==> src/rtl/pfte_pkg.sv <==
// ----------------------------------------------------------------------------
// pfte_pkg
// Shared types, codes and sizing constants of the prime factor table engine.
// ----------------------------------------------------------------------------
package pfte_pkg;

  // default sizing
  localparam int TABLE_DEPTH = 4096;
  localparam int VALUE_WIDTH = 32;

  // limit register
  localparam int         LIMIT_W     = 12;
  localparam logic [11:0] LIMIT_RESET = 12'd4095;

  // factor stack of the table path
  localparam int MAX_RES = 32;
  localparam int SP_W    = $clog2(MAX_RES + 1);
  localparam int SI_W    = $clog2(MAX_RES);

  // result status codes
  localparam logic [1:0] ST_FACTOR = 2'd0;
  localparam logic [1:0] ST_BUILT  = 2'd1;
  localparam logic [1:0] ST_NONE   = 2'd2;

  // request action codes
  localparam logic ACT_BUILD  = 1'b0;
  localparam logic ACT_FACTOR = 1'b1;

  typedef struct packed {
    logic        action;
    logic [31:0] value;
  } req_t;

  typedef struct packed {
    logic [31:0] factor;
    logic [1:0]  status;
    logic        last;
  } res_t;

  // source of an emitted result
  typedef enum logic [2:0] {
    SRC_ZERO,
    SRC_ONE,
    SRC_BUILT,
    SRC_PEND,
    SRC_X,
    SRC_STACK
  } src_t;

  // controller to datapath commands
  typedef struct packed {
    logic load;
    logic clr_step;
    logic scan_init;
    logic rd_scan;
    logic i_inc;
    logic mark_init;
    logic mark_step;
    logic set_built;
    logic div_trial;
    logic trial_hit;
    logic trial_miss;
    logic pend_set_x;
    logic rd_tab;
    logic push_tab;
    logic tab_quot;
    logic pop;
    logic emit;
    src_t emit_sel;
    logic emit_last;
  } cmd_t;

  // datapath to controller status
  typedef struct packed {
    logic act_factor;
    logic v_zero;
    logic v_one;
    logic tab_path;
    logic clr_last;
    logic i_gt_l;
    logic rd_zero;
    logic j_gt_l;
    logic sq_gt_x;
    logic div_done;
    logic rem_zero;
    logic pend_valid;
    logic x_gt1;
    logic sp_full;
    logic sp_one;
  } stat_t;

endpackage

==> src/rtl/pfte_ctrl.sv <==
// ----------------------------------------------------------------------------
// pfte_ctrl
// Sequencer for table build, trial division and table walk.
// ----------------------------------------------------------------------------
module pfte_ctrl (
  input  logic            clk,
  input  logic            rst,
  input  logic            start,
  input  pfte_pkg::stat_t stat,
  output pfte_pkg::cmd_t  cmd,
  output logic            busy
);

  typedef enum logic [13:0] {
    S_IDLE  = 14'b00000000000001,
    S_CLR   = 14'b00000000000010,
    S_SRD   = 14'b00000000000100,
    S_SCHK  = 14'b00000000001000,
    S_MARK  = 14'b00000000010000,
    S_BDONE = 14'b00000000100000,
    S_TTEST = 14'b00000001000000,
    S_TDIV  = 14'b00000010000000,
    S_TEND  = 14'b00000100000000,
    S_TLAST = 14'b00001000000000,
    S_TRD   = 14'b00010000000000,
    S_TCHK  = 14'b00100000000000,
    S_TDIVW = 14'b01000000000000,
    S_TPOP  = 14'b10000000000000
  } state_t;

  state_t state;
  state_t state_next;

  assign busy = (state != S_IDLE);

  // hold state
  always_ff @(posedge clk) begin
    if (rst) begin
      state <= S_IDLE;
    end else begin
      state <= state_next;
    end
  end

  // next state and commands
  always_comb begin
    state_next = state;
    cmd        = '0;
    cmd.emit_sel = pfte_pkg::SRC_ZERO;
    unique case (state)
      S_IDLE: begin
        if (start) begin
          cmd.load = 1'b1;
          if (!stat.act_factor) begin
            state_next = S_CLR;
          end else if (stat.v_zero) begin
            cmd.emit      = 1'b1;
            cmd.emit_sel  = pfte_pkg::SRC_ZERO;
            cmd.emit_last = 1'b1;
          end else if (stat.tab_path) begin
            if (stat.v_one) begin
              cmd.emit      = 1'b1;
              cmd.emit_sel  = pfte_pkg::SRC_ONE;
              cmd.emit_last = 1'b1;
            end else begin
              state_next = S_TRD;
            end
          end else begin
            state_next = S_TTEST;
          end
        end
      end
      // clear entries 0..limit
      S_CLR: begin
        cmd.clr_step = 1'b1;
        if (stat.clr_last) begin
          cmd.scan_init = 1'b1;
          state_next    = S_SRD;
        end
      end
      S_SRD: begin
        if (stat.i_gt_l) begin
          state_next = S_BDONE;
        end else begin
          cmd.rd_scan = 1'b1;
          state_next  = S_SCHK;
        end
      end
      // untouched entry: a prime, mark its multiples
      S_SCHK: begin
        if (stat.rd_zero) begin
          cmd.mark_init = 1'b1;
          state_next    = S_MARK;
        end else begin
          cmd.i_inc  = 1'b1;
          state_next = S_SRD;
        end
      end
      S_MARK: begin
        if (stat.j_gt_l) begin
          cmd.i_inc  = 1'b1;
          state_next = S_SRD;
        end else begin
          cmd.mark_step = 1'b1;
        end
      end
      S_BDONE: begin
        cmd.set_built = 1'b1;
        cmd.emit      = 1'b1;
        cmd.emit_sel  = pfte_pkg::SRC_BUILT;
        cmd.emit_last = 1'b1;
        state_next    = S_IDLE;
      end
      // trial division while d*d <= x
      S_TTEST: begin
        if (stat.sq_gt_x) begin
          state_next = S_TEND;
        end else begin
          cmd.div_trial = 1'b1;
          state_next    = S_TDIV;
        end
      end
      S_TDIV: begin
        if (stat.div_done) begin
          if (stat.rem_zero) begin
            cmd.trial_hit = 1'b1;
            if (stat.pend_valid) begin
              cmd.emit     = 1'b1;
              cmd.emit_sel = pfte_pkg::SRC_PEND;
            end
          end else begin
            cmd.trial_miss = 1'b1;
          end
          state_next = S_TTEST;
        end
      end
      // flush the pending factor and the leftover prime
      S_TEND: begin
        state_next = S_IDLE;
        if (stat.x_gt1) begin
          cmd.emit = 1'b1;
          if (stat.pend_valid) begin
            cmd.emit_sel   = pfte_pkg::SRC_PEND;
            cmd.pend_set_x = 1'b1;
            state_next     = S_TLAST;
          end else begin
            cmd.emit_sel  = pfte_pkg::SRC_X;
            cmd.emit_last = 1'b1;
          end
        end else if (stat.pend_valid) begin
          cmd.emit      = 1'b1;
          cmd.emit_sel  = pfte_pkg::SRC_PEND;
          cmd.emit_last = 1'b1;
        end
      end
      S_TLAST: begin
        cmd.emit      = 1'b1;
        cmd.emit_sel  = pfte_pkg::SRC_PEND;
        cmd.emit_last = 1'b1;
        state_next    = S_IDLE;
      end
      // table walk: read largest factor, push it, divide it out
      S_TRD: begin
        if (!stat.x_gt1 || stat.sp_full) begin
          state_next = S_TPOP;
        end else begin
          cmd.rd_tab = 1'b1;
          state_next = S_TCHK;
        end
      end
      S_TCHK: begin
        cmd.push_tab = 1'b1;
        state_next   = S_TDIVW;
      end
      S_TDIVW: begin
        if (stat.div_done) begin
          cmd.tab_quot = 1'b1;
          state_next   = S_TRD;
        end
      end
      // drain the stack smallest first
      S_TPOP: begin
        cmd.pop       = 1'b1;
        cmd.emit      = 1'b1;
        cmd.emit_sel  = pfte_pkg::SRC_STACK;
        cmd.emit_last = stat.sp_one;
        if (stat.sp_one) begin
          state_next = S_IDLE;
        end
      end
      default: begin
        state_next = S_IDLE;
      end
    endcase
  end

endmodule

==> config.mk <==
export PLATFORM = sky130hd
export DESIGN_NAME = pfte_ctrl
export DESIGN_NICKNAME = d
export VERILOG_FILES = /design/src/rtl/pfte_pkg.sv /design/src/rtl/pfte_ctrl.sv
export SDC_FILE = /design/constraint.sdc
export NUM_CORES = 1
export LEC_CHECK = 0
export BUFFER_PORTS_ARGS = -buffer_cell sky130_fd_sc_hd__buf_4
export CELL_PAD_IN_SITES_DETAIL_PLACEMENT = 1
export CELL_PAD_IN_SITES_GLOBAL_PLACEMENT = 1
export CORE_AREA = 2 2 61 63
export DETAILED_ROUTE_END_ITERATION = 6
export DIE_AREA = 0 0 63 65
export PLACE_DENSITY_LB_ADDON = 0.1
export SKIP_LAST_GASP = 1
export SLEW_MARGIN = 25
export SYNTH_ARGS = -nofsm -noshare
export SYNTH_HDL_FRONTEND = slang
export SYNTH_SLANG_ARGS = --single-unit
==> constraint.sdc <==
create_clock -name clk -period 2.2 [get_ports clk]
set_clock_uncertainty 0.2 [all_clocks]
set_input_delay 0.11 -clock clk [delete_from_list [all_inputs] [get_ports clk]]
set_output_delay 0.11 -clock clk [all_outputs]
set_load 0.05 [all_outputs]
== After elaboration in Yosys (flattened, before gate mapping) ==
Cells that the tools add are included.

* Register bits after elaboration: 14
* Bits of input ports: 18
* Output and inout bits: 22
* Word-level logic and storage cells: 88

* Eq/ne operators: 23
* Muxes and demuxes: 60
* Reductions and logical operators: 4

{| class="wikitable"
|+ Operators with widths
! kind !! number
|-
| case mux 14 bit (12 select lines) || 1
|-
| 2-to-1 mux 14 bit || 11
|-
| 2-to-1 mux 5 bit || 8
|-
| 2-to-1 mux 1 bit || 26
|-
| case mux 4 bit (6 select lines) || 1
|-
| 2-to-1 mux 10 bit || 2
|-
| == test 14 x 1 -> 1 bit, second input constant || 1
|-
| == test 14 x 10 -> 1 bit, second input constant || 1
|-
| == test 14 x 11 -> 1 bit, second input constant || 1
|-
| == test 14 x 12 -> 1 bit, second input constant || 1
|-
| == test 14 x 13 -> 1 bit, second input constant || 1
|-
| == test 14 bit, second input constant || 1
|-
| == test 14 x 2 -> 1 bit, second input constant || 1
|-
| == test 14 x 3 -> 1 bit, second input constant || 1
|-
| == test 14 x 4 -> 1 bit, second input constant || 1
|-
| == test 14 x 5 -> 1 bit, second input constant || 1
|-
| == test 14 x 6 -> 1 bit, second input constant || 1
|-
| == test 14 x 7 -> 1 bit, second input constant || 1
|-
| == test 14 x 8 -> 1 bit, second input constant || 1
|-
| == test 14 x 9 -> 1 bit, second input constant || 1
|-
| inequality test 14 x 1 -> 1 bit, second input constant || 1
|-
| 2-to-1 mux 4 bit || 3
|-
| inequality test 2 bit, second input constant || 6
|-
| 2-to-1 mux 9 bit || 1
|-
| other kinds (11) || 13
|}

== Longest topological paths before layout ==
Gate-level depths: netlist of the first run.

* Word-level depth: 6
* Mapped depth: 8

== Worst setup path after synthesis of the first run ==
No wires, ideal clock.

* Kind: flip-flop to flip-flop
* Start: register state[4]
* End: register state[11]
* Arrival time: 2.696 ns
* Path slack: -0.761 ns
* Stages on the path, launching flop included: 7
* Buffers on the path: 1
* Cells stage by stage: dfxtp_1 > buf_2 > nor4_4 > and4_1 > and3b_1 > nor3b_1 > and3b_1

* Cells in the longest elaborated chain, start to end: 3

{| class="wikitable"
|+ Ends and longest elaborated chain
! what !! line !! source
|-
| start, declared || pfte_ctrl.sv:31 || <nowiki>state_t state;</nowiki>
|-
| start signal, assigned || pfte_ctrl.sv:41 || <nowiki>state <= state_next;</nowiki>
|-
| == test 14 x 1 -> 1 bit, or another cell as far along || pfte_ctrl.sv:50 || <nowiki>unique case (state)</nowiki>
|-
| inequality test 4 bit (no line), or another cell as far along || n/a ||
|-
| AND reduction 8 bit (no line) || n/a ||
|}

Parallel ways exist; a longest one is shown, timed or not.
A chain may end at the register's enable or synchronous reset.

==> results of run 1 <==
-- tightest hold or removal path: cells and delay by family --
family                 cells  cell delay (ns)
buffers and inverters      2             0.21
AND/OR/NAND/NOR            3             0.20
-- worst paths after layout --
kind         startpoint       end  depth (start not counted)
max            state[7]    cmd[2]                          7
min             stat[7]  state[4]                          5
max reg2reg    state[7]  state[0]                          9
min reg2reg    state[1]  state[1]                          2
-- logic make-up after synthesis --
group / count (synthesis)
xor gates and xnor gates: 4
DFF: 14
and+or+nand+nor: 85
buffers and inverters: 10
muxes: 2
AOI/OAI and AO/OA: 24
adders and majority gates: 4
-- synthesized netlist by cell type (2+ instances only) --
master / number
nor2_1: 19
dfxtp_1: 14
nand2_1: 11
inv_1: 8
nand3_1: 5
nor3_1: 5
o21ai_0: 5
a21oi_1: 4
and2_1: 4
ha_1: 4
nand2b_1: 4
and3b_1: 3
nand4_1: 3
nor2b_1: 3
nor3_2: 3
nor3b_1: 3
a211o_1: 2
a31oi_1: 2
and3_1: 2
buf_2: 2
mux2i_1: 2
nor4_4: 2
nor4b_1: 2
o21ba_1: 2
or3_1: 2
or4b_2: 2
xnor2_1: 2
xor2_1: 2
-- layer usage --
layer	wire length, um	vias up
met2	2958	56
met3	202	16
met1	2179	757
li1	-	702
met4	141	0
met5	0	-
-- power by group through the flow --
stage                     clock network, mW  logic, mW  registers, mW
after floorplan                           0      0.403          0.300
after global placement                    0      0.650          0.299
after detailed placement                  0      0.667          0.303
after CTS                             0.195      0.786          0.298
after global routing                  0.211      0.961          0.299
final                                 0.196      0.920          0.297
-- cell type report --
cell class / instances / share of cell area [%]
Timing Repair Buffer: 87 / 34.99
Clock buffer: 4 / 1.639
Tap cell: 48 / 2.713
Inverter: 8 / 1.357
Multi-Input combinational cell: 119 / 45.79
Sequential cell: 14 / 13.51
-- stage by stage --
step	setup WS, ns	instance area (um2)	total power, mW	hold slack [ns]
finish	-0.1587	2213	1.413	0.06347
detailed placement	-0.05450	1782	0.9693	0.1002
global placement	-0.03723	1782	0.9493	0.1003
global route	-0.2440	2213	1.471	0.05780
floorplan	-0.1807	1244	0.7035	-0.02093
CTS	-0.1151	2105	1.279	0.04296
-- repair_timing --
item | 4_1_cts | 5_1_grt
pin swaps | 10 | 12
hold buffers | 8 | 0
buffers inserted | 9 | 5
endpoints found under the hold margin | 13 | 0
endpoints found under the setup margin | 19 | 24
gates resized for setup | 45 | 18
==> results.json, run 1 <==
{
  "first_iter_violations": 40,
  "ys.warnings.count": 0,
  "hpwl_mm": 3.335,
  "layout-drive-gt1-share_pct": 55.60,
  "synth_fa_ha_area_share_pct": 4.310,
  "port_buffers": 39,
  "die_x_um": 63,
  "rows": 22,
  "cap_violations": 0,
  "relSlewSlack_pct": 75.05,
  "grt_overflow": 0,
  "setup_tns_ns": -1.281,
  "antennaDiodeCount": 0,
  "cp_num_buf_inv": 3,
  "wl_per_cell_um": 19.58,
  "endpoint_kind": "output pin",
  "ant_nets": 0,
  "vias_per_cell": 5.468,
  "slew_violations": 0,
  "top_register": "state",
  "crit_path_top_delay_cell": "or4b_4",
  "worstSkewPairLatency_ns": 0.28,
  "yosysTopAreaCellShare_pct": 24.14,
  "start_util_pct": 33.21,
  "synthesis.nets": 165,
  "drc": 0,
  "boundaryPins": 40,
  "arrival_ns": 2.05,
  "gr-usage-met2_pct": 46.28,
  "fin_crit_ns": 2.359,
  "cts_buffers": 3,
  "rsz0062_at_grt": "true",
  "hp-class": "input port to flop",
  "track_usage_pct": 24.84,
  "crit_type": "flop to output pin",
  "p_int_mw": 0.8075,
  "dpl.cell_count": 254,
  "yosys.area.top_type": "dfxtp_1",
  "ir_drop_uv": 621.6,
  "finalHoldViolations": 0,
  "synth-seq-cells": 14,
  "layout_setup_ws_ns": -0.1587,
  "reg_top3": "state (14)",
  "cts_tree": "done",
  "required_ns": 1.89,
  "grt_pass1_wl_mm": 7.921,
  "syn_inst": 143,
  "final_cell_mix": "57 x buf_4, 17 x buf_6, 15 x nor2_1",
  "grt_max_degree": 10,
  "combPwrFrac_pct": 65.1,
  "area_growth_pct": 90.62,
  "setup_viol": 15,
  "power_density_nw_per_um2": 638.6,
  "gr-max-usage-layer": "met2",
  "crit_family": "simple AND/OR/NAND/NOR gates",
  "met3_usage_pct": 3.819,
  "synth_edf_count": 0,
  "ys_top_cells_by_area": "dfxtp_1 24%, nor2_1 6.1%, ha_1 4.3%",
  "die-area_um2": 4095,
  "synth_top_family_by_area": "simple AND/OR/NAND/NOR gates",
  "grt_pass1_vias": 1624,
  "startpoint_type": "flop",
  "seqPwrFrac_pct": 21.0,
  "route.vias.total": 1531,
  "yosys.area_share.simple_pct": 47.09,
  "seqCellArea_um2": 299.0,
  "fmax_mhz": 424.0,
  "cp_cell_sequence": "buf_4 > or4b_4 > o21ai_1 > nand2_1 > buf_4 > nand2_2 > buf_4",
  "largest_reg_flops": 14,
  "wirelength_mm": 5.482,
  "status": "complete, but fails checks",
  "rrSetupSlack_ns": -0.03,
  "yosysUniqueCellTypes": 49,
  "synth-compound-area-share_pct": 16.27,
  "crit_fanout": 3,
  "synthXorXnorAreaFrac_pct": 3.017,
  "max_stage_delay_ns": 0.49,
  "gp_congestion": 0.8578,
  "first_pass_iters": 4,
  "final_common_cell": "buf_4",
  "async_flop_share_pct": 0,
  "ys_seq_area_share_pct": 24.14,
  "path_clk_slew_ns": 0.10,
  "synth.area.mux_share_pct": 1.724,
  "leakage_nw": 1.038,
  "htreeDepth": 1,
  "multi_input_area_um2": 1013,
  "avgSynthCellArea_um2": 8.120,
  "layout.core_utilization_pct": 63.31,
  "clk_path_buf_depth": 2,
  "grtUsageMet1_pct": 28.48,
  "fin_nets": 255,
  "synth_flop_cell": "dfxtp_1",
  "stdcell_count": 280,
  "fin_crit_sh_pct": 107.2,
  "core_region_area_um2": 3496,
  "power.switching_mw": 0.6059,
  "syn-cell-area_um2": 1161,
  "cts_sinks": 14,
  "crit_top_cell": "buf_4",
  "violations": "negative setup slack",
  "tightest_slew_ns": 0.3691,
  "cts-root-buf": "clkbuf_4",
  "p_clk_share_pct": 13.9,
  "nFillCells": 427,
  "die_y_um": 65,
  "p_sw_share_pct": 42.87,
  "antenna_found_initial": 0
}
Note: power is estimated with default switching activity, not from simulation.
==> inputs of run 2 (changes only) <==
Settings changed: GPL_TIMING_DRIVEN set to 0.
==> results.json, run 2 (synthesis gave the netlist of run 1 again) <==
{
  "drc": 0,
  "setup_viol": 21,
  "cts-root-buf": "clkbuf_4",
  "power_density_nw_per_um2": 661.4,
  "wl_per_cell_um": 21.41,
  "fin_crit_sh_pct": 111.5,
  "layout.core_utilization_pct": 64.71,
  "dpl.cell_count": 230,
  "arrival_ns": 2.14,
  "fin_nets": 250,
  "first_iter_violations": 95,
  "relSlewSlack_pct": 76.33,
  "fin_crit_ns": 2.453,
  "path_clk_slew_ns": 0.10,
  "violations": "negative setup slack",
  "layout-drive-gt1-share_pct": 58.59,
  "clk_path_buf_depth": 2,
  "rows": 22,
  "die-area_um2": 4095,
  "port_buffers": 39,
  "crit_fanout": 5,
  "htreeDepth": 1,
  "die_x_um": 63,
  "cts_buffers": 3,
  "grt_pass1_vias": 1553,
  "startpoint_type": "flop",
  "antenna_found_initial": 0,
  "nFillCells": 398,
  "track_usage_pct": 24.23,
  "cts_tree": "done",
  "largest_reg_flops": 14,
  "wirelength_mm": 5.889,
  "place_area_um2": 1597,
  "multi_input_area_um2": 1081,
  "rrSetupSlack_ns": -0.07,
  "top_register": "state",
  "cap_violations": 0,
  "final_cell_mix": "50 x buf_4, 19 x buf_6, 14 x nor2_1",
  "route.vias.total": 1540,
  "area_growth_pct": 94.83,
  "rsz0062_at_grt": "true",
  "grt_pass1_wl_mm": 7.631,
  "total_power_mw": 1.496,
  "required_ns": 1.89,
  "seqCellArea_um2": 310.3,
  "slew_violations": 0,
  "fmax_mhz": 407.6,
  "status": "complete, but fails checks",
  "ir_drop_uv": 553.2,
  "die_y_um": 65,
  "ant_nets": 0,
  "vias_per_cell": 5.600,
  "grt_max_degree": 10,
  "first_pass_iters": 4,
  "antennaDiodeCount": 0,
  "leakage_nw": 1.040,
  "tightest_slew_ns": 0.3524,
  "start_util_pct": 33.21,
  "reg_top3": "state (14)",
  "boundaryPins": 40,
  "gp_congestion": 0.7431,
  "hpwl_mm": 2.997,
  "endpoint_kind": "output pin",
  "stdcell_count": 275,
  "cts_sinks": 14,
  "grt_overflow": 0,
  "core_region_area_um2": 3496,
  "final_common_cell": "buf_4",
  "design_area_um2": 2262,
  "hp-class": "input port to flop",
  "worstSkewPairLatency_ns": 0.31,
  "layout_setup_ws_ns": -0.2532,
  "timing.hold.ws_ns": 0.08837,
  "crit_type": "flop to output pin",
  "finalHoldViolations": 0
}
## run 2: changes by cell type in the layout (fill, tap and decap cells not counted), sizes merged
| cell | change |
|---|---|
| buf | -6 |
| dlygate4sd3 | +1 |
## run 2: layout make-up
class,count,share of cell area (%)
multi-input combinational,119,47.79
timing repair buffer,82,32.91
sequential,14,13.72
tap,48,2.655
clock buffer,4,1.604
inverter,8,1.327
## run 2: worst max-delay path, stage by stage, from the launching register on
cell	delay, ns
dfxtp_1	0.40
nor3_4	0.36
buf_4	0.21
nand4_1	0.20
nor2_2	0.19
buf_4	0.17
a21o_1	0.15
buf_6	0.17
## run 2: report_power, final
group	internal, mW	switching, mW	total (mW)
registers	0.273	0.0318	0.305
logic	0.463	0.516	0.978
clock network	0.101	0.111	0.213
total	0.837	0.659	1.50
## run 2: what timing repair did
| action | CTS | global route |
|---|---|---|
| gates cloned | 0 | 0 |
| setup endpoints to repair | 28 | 28 |
| buffers inserted | 23 | 11 |
| hold buffers | 9 | 0 |
| resized for setup | 46 | 34 |
| hold endpoints to repair | 12 | 0 |
| pin swaps | 16 | 12 |
## run 2: final timing paths
kind / startpoint / endpoint / cells past startpoint
max reg2reg: state[5] / state[0] / 8
max: state[13] / cmd[3] / 7
min reg2reg: state[1] / state[1] / 2
min: stat[3] / state[9] / 4
## run 2: metal layers
layer	vias to the layer above	track usage, %	share of wire, %
li1	699	-	-
met1	770	29.16	41
met2	64	45.48	52
met3	7	2.778	5.2
met4	0	6.111	1.7
met5	-	0	0
## run 2: through the flow
stage / TNS (ns) / setup slack [ns]
global route: -4.120 / -0.3132
global placement: -1.056 / -0.3056
finish: -2.319 / -0.2532
detailed placement: -1.560 / -0.4063
CTS: -0.8958 / -0.1217
floorplan: -0.3091 / -0.1807
==> inputs of run 3 (changes only) <==
--- a/config.mk
+++ b/config.mk
@@ -11,2 +11,3 @@
 export CORE_AREA = 2 2 61 63
+export CTS_CLUSTER_DIAMETER = 80
 export DETAILED_ROUTE_END_ITERATION = 6
==> constraint.sdc (replaced) <==
create_clock -name clk -period 2.2 [get_ports clk]
set_clock_uncertainty 0.2 [all_clocks]
set_input_delay 0.44 -clock clk [delete_from_list [all_inputs] [get_ports clk]]
set_output_delay 0.44 -clock clk [all_outputs]
set_load 0.05 [all_outputs]
==> results.json, run 3 (synthesis gave the netlist of run 1 again) <==
{
  "status": "complete, but fails checks",
  "violations": "negative setup slack",
  "fin_crit_ns": 2.850,
  "fin_nets": 253,
  "layout-drive-gt1-share_pct": 69.00,
  "grt_max_degree": 10,
  "antenna_found_initial": 0,
  "first_iter_violations": 61,
  "area_growth_pct": 106.5,
  "layout.core_utilization_pct": 68.58,
  "seqCellArea_um2": 327.8,
  "top_register": "state",
  "cts-root-buf": "clkbuf_4",
  "cts_tree": "done",
  "boundaryPins": 40,
  "start_util_pct": 33.21,
  "core_region_area_um2": 3496,
  "power_density_nw_per_um2": 651.0,
  "ir_drop_uv": 554.8,
  "largest_reg_flops": 14,
  "relSlewSlack_pct": 72.78,
  "required_ns": 1.56,
  "grt_pass1_wl_mm": 7.900,
  "endpoint_kind": "output pin",
  "die_y_um": 65,
  "fin_crit_sh_pct": 129.5,
  "worstSkewPairLatency_ns": 0.30,
  "final_common_cell": "buf_4",
  "die_x_um": 63,
  "gp_congestion": 0.8426,
  "arrival_ns": 2.21,
  "cts_sinks": 14,
  "vias_per_cell": 5.484,
  "htreeDepth": 1,
  "crit_type": "flop to output pin",
  "fmax_mhz": 350.9,
  "place_area_um2": 1678,
  "cts_buffers": 3,
  "hpwl_mm": 2.957,
  "final_cell_mix": "54 x buf_4, 15 x buf_6, 14 x buf_8",
  "wl_per_cell_um": 21.33,
  "finalHoldViolations": 0,
  "tightest_slew_ns": 0.4066,
  "track_usage_pct": 24.82,
  "design_area_um2": 2397,
  "clk_path_buf_depth": 2,
  "multi_input_area_um2": 1129,
  "path_clk_slew_ns": 0.10,
  "grt_pass1_vias": 1591,
  "nFillCells": 389,
  "hp-class": "input port to flop",
  "layout_setup_ws_ns": -0.6499,
  "cap_violations": 0,
  "grt_overflow": 0,
  "rows": 22,
  "ant_nets": 0,
  "setup_viol": 34,
  "antennaDiodeCount": 0,
  "slew_violations": 0,
  "drc": 0,
  "rsz0062_at_grt": "true",
  "startpoint_type": "flop",
  "crit_fanout": 4,
  "die-area_um2": 4095,
  "route.vias.total": 1519,
  "port_buffers": 39,
  "cts_hold_buf": 0,
  "reg_top3": "state (14)",
  "first_pass_iters": 4,
  "wirelength_mm": 5.909,
  "leakage_nw": 1.061
}
-- run 3: cell count changes in the layout (fill, tap and decap cells not counted), sizes merged --
cell	change
clkbuf	-1
clkinvlp	+1
buf	+12
inv	-1
dlygate4sd3	-9
-- run 3: final timing paths --
kind                                from        to  slack (ns)  depth (start not counted)
worst max-delay path            state[1]    cmd[4]       -0.65                          7
worst min-delay path             stat[9]  state[3]        0.12                          2
worst max register to register  state[1]  state[0]       -0.41                         13
worst min register to register  state[5]  state[8]        0.47                          2
-- run 3: power breakdown --
group	internal [mW]	switching [mW]	total, mW
clock	0.0639	0.107	0.171
combinational	0.523	0.568	1.09
sequential	0.268	0.0316	0.300
total	0.855	0.706	1.56
-- run 3: what timing repair did --
| item | 4_1_cts | 5_1_grt |
|---|---|---|
| pin swaps | 26 | 18 |
| endpoints found under the setup margin | 32 | 33 |
| endpoints found under the hold margin | 0 | 0 |
| buffers inserted | 32 | 15 |
| resized for setup | 71 | 29 |
-- run 3: critical path, cell delays in order (launching register included) --
cell	delay, ns
dfxtp_4	0.37
nor4_4	0.31
buf_6	0.19
buf_12	0.11
nand4_1	0.21
o31ai_1	0.38
or3_4	0.21
buf_8	0.14
-- run 3: metal layers --
metal,up-vias,part of all wire (%),global-route usage (%)
met5,-,0,0
met4,0,2.5,7.500
met3,16,4.4,2.951
met2,46,51,46.41
met1,759,42,29.45
li1,698,-,-
-- run 3: layout make-up --
class	count	share of cell area, %
repair buffers	85	34.39
clock buffers	3	0.9395
multi-input cells	119	47.08
inverters	8	1.409
flip-flops and latches	14	13.67
well taps	48	2.505
-- run 3: stage by stage --
| step | setup WS (ns) | power [mW] | std cells | hold WS (ns) | setup TNS [ns] |
|---|---|---|---|---|---|
| floorplan | -0.2133 | 0.7459 | 143 | 0.3091 | -1.160 |
| global placement | -0.4169 | 0.9008 | 230 | 0.3865 | -4.239 |
| detailed placement | -0.4312 | 0.9156 | 230 | 0.4320 | -5.069 |
| CTS | -0.4924 | 1.345 | 263 | 0.1278 | -7.607 |
| global route | -0.7334 | 1.607 | 277 | 0.1279 | -15.87 |
| finish | -0.6499 | 1.561 | 277 | 0.1189 | -13.47 |
